File: src/design/djd_pkg.sv
// ---------------------------------------------------------------------------
// djd_pkg: shared constants and functions for the stepper jog driver
// Counter widths, register indexes, reset values and the half-step table.
// ---------------------------------------------------------------------------
package djd_pkg;

  localparam int COUNT_W    = 11;
  localparam int REG_W      = 10;
  localparam int PHASE_W    = 3;
  localparam int COIL_W     = 4;
  localparam int CFG_IDX_W  = 2;

  localparam logic [COUNT_W-1:0] COUNT_MAX = {COUNT_W{1'b1}};

  localparam logic [CFG_IDX_W-1:0] REG_DEBOUNCE      = 2'd0;
  localparam logic [CFG_IDX_W-1:0] REG_STEP_INTERVAL = 2'd1;

  localparam logic [REG_W-1:0] DEBOUNCE_RESET      = 10'd30;
  localparam logic [REG_W-1:0] STEP_INTERVAL_RESET = 10'd2;

  // Saturating increment shared by all elapsed counters
  function automatic logic [COUNT_W-1:0] count_bump(input logic [COUNT_W-1:0] c);
    return (c == COUNT_MAX) ? COUNT_MAX : c + 1'b1;
  endfunction

  // Half-step coil drive, bit0 is coil one
  function automatic logic [COIL_W-1:0] coil_of(input logic [PHASE_W-1:0] ph);
    logic [COIL_W-1:0] pat;
    case (ph)
      3'd0:    pat = 4'h1;
      3'd1:    pat = 4'h3;
      3'd2:    pat = 4'h2;
      3'd3:    pat = 4'h6;
      3'd4:    pat = 4'h4;
      3'd5:    pat = 4'hC;
      3'd6:    pat = 4'h8;
      3'd7:    pat = 4'h9;
      default: pat = 4'h1;
    endcase
    return pat;
  endfunction

endpackage

File: src/design/debounced_stepper_jog_driver.sv
// ---------------------------------------------------------------------------
// debounced_stepper_jog_driver: debounced two-button half-step jog sequencer
// One tick item in, one coil drive result out.
// ---------------------------------------------------------------------------
// Usage:
//   Input channel (in_valid / in_stall) carries one millisecond tick: raw
//   forward and back button levels (active low) and the motor enable.
//   Output channel (out_valid / out_stall) returns one result per tick: coil
//   pattern, phase index, step flag and the two debounced button states.
//   Configuration channel (cfg_valid / cfg_ready, always ready) sets the
//   debounce time (index 0) and the minimum step interval (index 1); writes
//   to other indexes are dropped. Write only while the block is idle.
//   The result of a tick sits in the output register the cycle after its
//   transfer. Throughput is one tick per cycle while the receiver does not
//   stall, set by the single output register, which is refilled in the same
//   cycle it is taken. While the receiver stalls a full output register,
//   in_stall is raised and the held result stays put.
//   Reset clears the counters and phase, marks both buttons released and
//   loads the default registers (debounce 30, interval 2); no result pending.
// ---------------------------------------------------------------------------
module debounced_stepper_jog_driver (
  input  logic                          clk,
  input  logic                          rst,
  input  logic                          in_valid,
  output logic                          in_stall,
  input  logic                          fwd_level,
  input  logic                          back_level,
  input  logic                          motor_enable,
  output logic                          out_valid,
  input  logic                          out_stall,
  output logic [djd_pkg::COIL_W-1:0]    coil_pattern,
  output logic [djd_pkg::PHASE_W-1:0]   phase_index,
  output logic                          stepped,
  output logic                          fwd_pressed,
  output logic                          back_pressed,
  input  logic                          cfg_valid,
  output logic                          cfg_ready,
  input  logic [djd_pkg::CFG_IDX_W-1:0] cfg_index,
  input  logic [djd_pkg::REG_W-1:0]     cfg_data
);
  import djd_pkg::*;

  logic [REG_W-1:0]   debounce_ticks;
  logic [REG_W-1:0]   step_interval_ticks;
  logic [COUNT_W-1:0] since_step_count;
  logic [COUNT_W-1:0] since_step_count_next;
  logic [COUNT_W-1:0] elapsed;
  logic [PHASE_W-1:0] phase;
  logic [PHASE_W-1:0] phase_next;
  logic               fwd_now;
  logic               back_now;
  logic               step_take;
  logic               accept;

  assign cfg_ready = 1'b1;
  assign in_stall  = out_valid && out_stall;
  assign accept    = in_valid && !in_stall;

  always_ff @(posedge clk) begin
    if (rst) begin
      debounce_ticks      <= DEBOUNCE_RESET;
      step_interval_ticks <= STEP_INTERVAL_RESET;
    end else if (cfg_valid && cfg_ready) begin
      case (cfg_index)
        REG_DEBOUNCE:      debounce_ticks      <= cfg_data;
        REG_STEP_INTERVAL: step_interval_ticks <= cfg_data;
        default: ;
      endcase
    end
  end

  djd_debounce u_fwd (
    .clk            (clk),
    .rst            (rst),
    .advance        (accept),
    .level          (fwd_level),
    .debounce_ticks (debounce_ticks),
    .pressed        (fwd_now)
  );

  djd_debounce u_back (
    .clk            (clk),
    .rst            (rst),
    .advance        (accept),
    .level          (back_level),
    .debounce_ticks (debounce_ticks),
    .pressed        (back_now)
  );

  assign elapsed   = count_bump(since_step_count);
  assign step_take = motor_enable && (fwd_now != back_now)
                     && (elapsed >= {1'b0, step_interval_ticks});

  always_comb begin
    since_step_count_next = elapsed;
    phase_next            = phase;
    if (step_take) begin
      since_step_count_next = '0;
      phase_next            = fwd_now ? phase + 1'b1 : phase - 1'b1;
    end
  end

  always_ff @(posedge clk) begin
    if (rst) begin
      since_step_count <= '0;
      phase            <= '0;
    end else if (accept) begin
      since_step_count <= since_step_count_next;
      phase            <= phase_next;
    end
  end

  // Output register: load on transfer in, drop valid once taken
  always_ff @(posedge clk) begin
    if (rst) begin
      out_valid <= 1'b0;
    end else if (accept) begin
      out_valid <= 1'b1;
    end else if (!out_stall) begin
      out_valid <= 1'b0;
    end
  end

  always_ff @(posedge clk) begin
    if (accept) begin
      coil_pattern <= coil_of(phase_next);
      phase_index  <= phase_next;
      stepped      <= step_take;
      fwd_pressed  <= fwd_now;
      back_pressed <= back_now;
    end
  end

`ifndef SYNTHESIS
  a_result_tracks_phase: assert property (@(posedge clk) disable iff (rst)
    accept |=> out_valid && (phase_index == phase))
    else $error("result phase does not match phase state");

  a_hold_without_step: assert property (@(posedge clk) disable iff (rst)
    accept && !step_take |=> phase == $past(phase))
    else $error("phase moved on a tick without a step");

  a_coil_matches_phase: assert property (@(posedge clk) disable iff (rst)
    out_valid |-> coil_pattern == coil_of(phase_index))
    else $error("coil pattern inconsistent with phase index");
`endif

endmodule

File: src/design/djd_debounce.sv
// ---------------------------------------------------------------------------
// djd_debounce: single push-button debouncer
// Tracks the last raw level and a saturating elapsed count; the press state
// for the current tick is presented combinationally from the updated count.
// ---------------------------------------------------------------------------
module djd_debounce (
  input  logic                      clk,
  input  logic                      rst,
  input  logic                      advance,
  input  logic                      level,
  input  logic [djd_pkg::REG_W-1:0] debounce_ticks,
  output logic                      pressed
);
  import djd_pkg::*;

  logic               last_level;
  logic [COUNT_W-1:0] stable_count;
  logic [COUNT_W-1:0] stable_count_next;

  // Restart the count on any level change, otherwise advance and saturate
  always_comb begin
    if (level != last_level) begin
      stable_count_next = '0;
    end else begin
      stable_count_next = count_bump(stable_count);
    end
  end

  assign pressed = (stable_count_next > {1'b0, debounce_ticks}) && !level;

  always_ff @(posedge clk) begin
    if (rst) begin
      last_level   <= 1'b1;
      stable_count <= '0;
    end else if (advance) begin
      last_level   <= level;
      stable_count <= stable_count_next;
    end
  end

endmodule

File: config.mk
export PLATFORM = sky130hd
export DESIGN_NAME = debounced_stepper_jog_driver
export DESIGN_NICKNAME = d
export VERILOG_FILES = /design/src/design/djd_pkg.sv /design/src/design/debounced_stepper_jog_driver.sv /design/src/design/djd_debounce.sv
export SDC_FILE = /design/constraint.sdc
export NUM_CORES = 1
export LEC_CHECK = 0
export BUFFER_PORTS_ARGS = -buffer_cell sky130_fd_sc_hd__buf_2
export CAP_MARGIN = 20
export CORE_UTILIZATION = 40
export CTS_CLUSTER_DIAMETER = 40
export DETAILED_ROUTE_END_ITERATION = 12
export PLACE_DENSITY_LB_ADDON = 0.08
export SYNTH_ARGS = -nofsm -noshare
export SYNTH_HDL_FRONTEND = slang
export SYNTH_SLANG_ARGS = --single-unit
File: constraint.sdc
create_clock -name clk -period 4.2 [get_ports clk]
set_clock_uncertainty 0.2 [all_clocks]
set_input_delay 0.21 -clock clk [delete_from_list [all_inputs] [get_ports clk]]
set_output_delay 0.21 -clock clk [all_outputs]
set_load 0.005 [all_outputs]
==> impl_metrics.tcl <==
set metrics [dict create \
    die_h_um 101.5 \
    crit_family "simple AND/OR/NAND/NOR gates" \
    status "finished with violations" \
    drtIter0Drc 115 \
    nNetsFinal 577 \
    viasPerCell 5.090 \
    cts_buffers 9 \
    maxCapViolCount 0 \
    critPathMaxFanout 5 \
    groute.usage.overall 0.1832 \
    clock_latency_ns 0.35 \
    slew_violations 0 \
    synth-seq-cells 69 \
    cp.required_ns 4.10 \
    slew_headroom 0.5652 \
    slowest_delay_ns 0.36 \
    dp_slack_ns -0.02007 \
    drc_errors 0 \
    dr.pass1.iters 4 \
    ys_seq_area_frac 0.3739 \
    synthCells 475 \
    rows 35 \
    netlist_area_mm2 0.003963 \
    detail_route.wirelength_um 8648 \
    hold_slack_ns -0.004476 \
    root_buffer "clkbuf_8" \
    dp_cells 623 \
    worstSetupPathType "register to register" \
    synth_area_leaders "dfxtp_1 30%, ha_1 10%, a21oi_1 9.2%" \
    ys_top_cells_by_count "73 x a21oi_1, 72 x nand2_1, 59 x dfxtp_1, 40 x nor2_1, 33 x ha_1" \
    end_kind "register" \
    io_pins 33 \
    final_core_util 0.4958 \
    cts_tree "built" \
    fmax_ghz 0.2519 \
    critPathLaunchType "register" \
    num_vias 3344 \
    min_period_ns 3.969 \
    ir_worst_vdd_mv 0.1338 \
    antenna_found_initial 0 \
    fin_ws_ns 0.2307 \
    timing.final.crit_share 0.9451 \
    cts.sinks 69 \
    grt_pass1_wl_um 14840 \
    grt_overflow 0 \
    critical_path_arrival_ns 3.87 \
    yosysTopAreaCell "dfxtp_1" \
    diodes 0 \
    ys_warn_count 0 \
    path_buf_inv 0 \
    drive_gt1_frac 0.1515 \
    port_buffers 31 \
    synth-main-ff-cell "dfxtp_1" \
    synthToLayoutAreaGrowth_pct 17.81 \
    power_leakage_nw 1.997 \
    ant_nets 0 \
    hpwl_um 6158 \
    synth_cell_types 51 \
    worst_pin_slew_ns 0.6502 \
    gp_congestion 0.8130 \
    grt_setup_unrepaired "no" \
    synth-async-reset-ratio 0 \
    wire_per_inst_um 13.16 \
    crit_path_top_delay_cell "dfxtp_2" \
    core_mm2 0.009415 \
    synth_top_area_share 0.2981 \
    syn_area_per_cell_um2 8.342 \
    synth-edff-count 10 \
    violations "hold timing" \
    clk_pin_slew_ns 0.08 \
    powerDensity_mw_per_mm2 283.5 \
    worstPathCellList "ha_2 > nand4_1 > or3_1 > xor2_1 > a21oi_2 > ha_1 > a22oi_1 > o211ai_1 > o211ai_1 > a21oi_4 > fa_2 > and3b_4 > o21ai_4 > xor2_4 > nor3b_4" \
    initial_core_util 0.4209 \
    final_cells 657 \
    critPathMostFrequentCell "o211ai_1" \
    reg2reg_slack_ns 0.23 \
    yosys.cell_count.top_type "a21oi_1" \
    setup_viol 0 \
    cts_buffer_depth 2 \
    die_x_um 101.5 \
    syn_nets 529 \
    htreeDepth 3 \
    finalHoldViolCount 1 \
    grt_max_degree 60 \
    dieArea_mm2 0.01031 \
    grt_pass1_vias 3185 \
    hold_class "primary input to register" \
]
## flip-flops by register name, indices dropped and copies added (netlist names)
name and flops:
out_valid 1, fwd_pressed 1, u_fwd.last_level 1, phase_index 3, step_interval_ticks 10, debounce_ticks 10
phase 3, since_step_count 11, u_fwd.stable_count 11, u_back.last_level 1, back_pressed 1, u_back.stable_count 11
stepped 1, coil_pattern 4
## logic make-up after synthesis
kind of cell	share of synthesized area
adder cells (fa/ha/maj)	0.1093
AND/OR/NAND/NOR	0.2109
other	0.0009464
AO/OA/AOI/OAI	0.1629
XOR/XNOR	0.06347
buffers and inverters	0.04831
multiplexers	0.03031
flip-flops	0.3739
## routing by layer
layer | vias to the layer above | routed length [um] | global-route usage
li1 | 1750 | - | -
met1 | 1542 | 4521 | 0.2551
met2 | 42 | 3832 | 0.2890
met3 | 10 | 171 | 0.02484
met4 | 0 | 123 | 0.06689
met5 | - | 0 | 0
## per-stage QoR
step                setup TNS (ns)  hold slack (ns)  area, um2  power (mW)
detailed placement        -0.03239           0.2421       4264      0.8399
CTS                              0           0.1221       4581       1.344
global placement                 0           0.2362       4264      0.8372
finish                           0        -0.004476       4668       1.323
global route                     0          0.02036       4668       1.392
floorplan                        0           0.1278       3963      0.7949
## layout make-up
| type | count | area (um2) |
|---|---|---|
| fillers | 941 | 4747 |
| multi-input cells | 358 | 2344 |
| flip-flops and latches | 69 | 1484 |
| repair buffers | 56 | 394.1 |
| well taps | 129 | 161.4 |
| clock buffers | 9 | 123.9 |
| inverters | 29 | 111.4 |
| clock inverters | 7 | 50.05 |
## worst reg2reg max path, cell delays in order, from the launching register on
cell and delay (ns):
dfxtp_2 0.36, ha_2 0.20, nand4_1 0.17, or3_1 0.36, xor2_1 0.18, a21oi_2 0.08
ha_1 0.33, a22oi_1 0.19, o211ai_1 0.10, o211ai_1 0.32, a21oi_4 0.14, fa_2 0.35
and3b_4 0.31, o21ai_4 0.08, xor2_4 0.18, nor3b_4 0.16
## report_power, final
| part | total [mW] | internal, mW | switching, mW | leakage (nW) |
|---|---|---|---|---|
| Sequential | 0.694 | 0.685 | 0.00854 | 0.577 |
| Clock | 0.486 | 0.216 | 0.270 | 0.0933 |
| Combinational | 0.143 | 0.0597 | 0.0834 | 1.33 |
## timing repair
item	4_1_cts	5_1_grt
gates cloned	0	1
hold buffers	14	0
endpoints found under the hold margin	23	0
gates resized for setup	1	10
pin swaps	0	9
endpoints found under the setup margin	4	6
buffers inserted	0	1
## layout by cell type (no fill, tap or decap), drive strengths merged, types with 2 or more instances in the layout
cell type / synthesis / final
clkinv: 1 / 7
dfxtp: 59 / 59
nand3: 19 / 19
inv: 28 / 29
xnor2: 15 / 15
buf: 4 / 42
o21ai: 5 / 5
a22oi: 3 / 3
nand2b: 3 / 3
and3: 9 / 9
nor3b: 3 / 3
a211o: 6 / 6
dlygate4sd3: 0 / 14
a21o: 6 / 6
or3: 3 / 3
nand2: 73 / 74
xor2: 12 / 12
or2: 2 / 2
nand4: 8 / 8
clkbuf: 16 / 9
nor2: 40 / 40
a21oi: 74 / 74
edfxtp: 10 / 10
o211ai: 3 / 3
a211oi: 2 / 2
nand3b: 5 / 5
nor3: 6 / 6
mux2i: 12 / 12
ha: 33 / 33
and4: 3 / 3
## path summary, 6_finish.rpt
kind	start	to	depth (start not counted)
setup reg to reg	u_fwd.stable_count[0]$_SDFFE_PP0P_	coil_pattern[1]$_SDFFCE_PP0P_	15
setup / recovery	u_fwd.stable_count[0]$_SDFFE_PP0P_	coil_pattern[1]$_SDFFCE_PP0P_	15
hold / removal	rst	step_interval_ticks[0]$_SDFFE_PP0P_	2
hold reg to reg	u_fwd.stable_count[1]$_SDFFE_PP0P_	u_fwd.stable_count[1]$_SDFFE_PP0P_	2
Power figures use the tool's default switching activity.
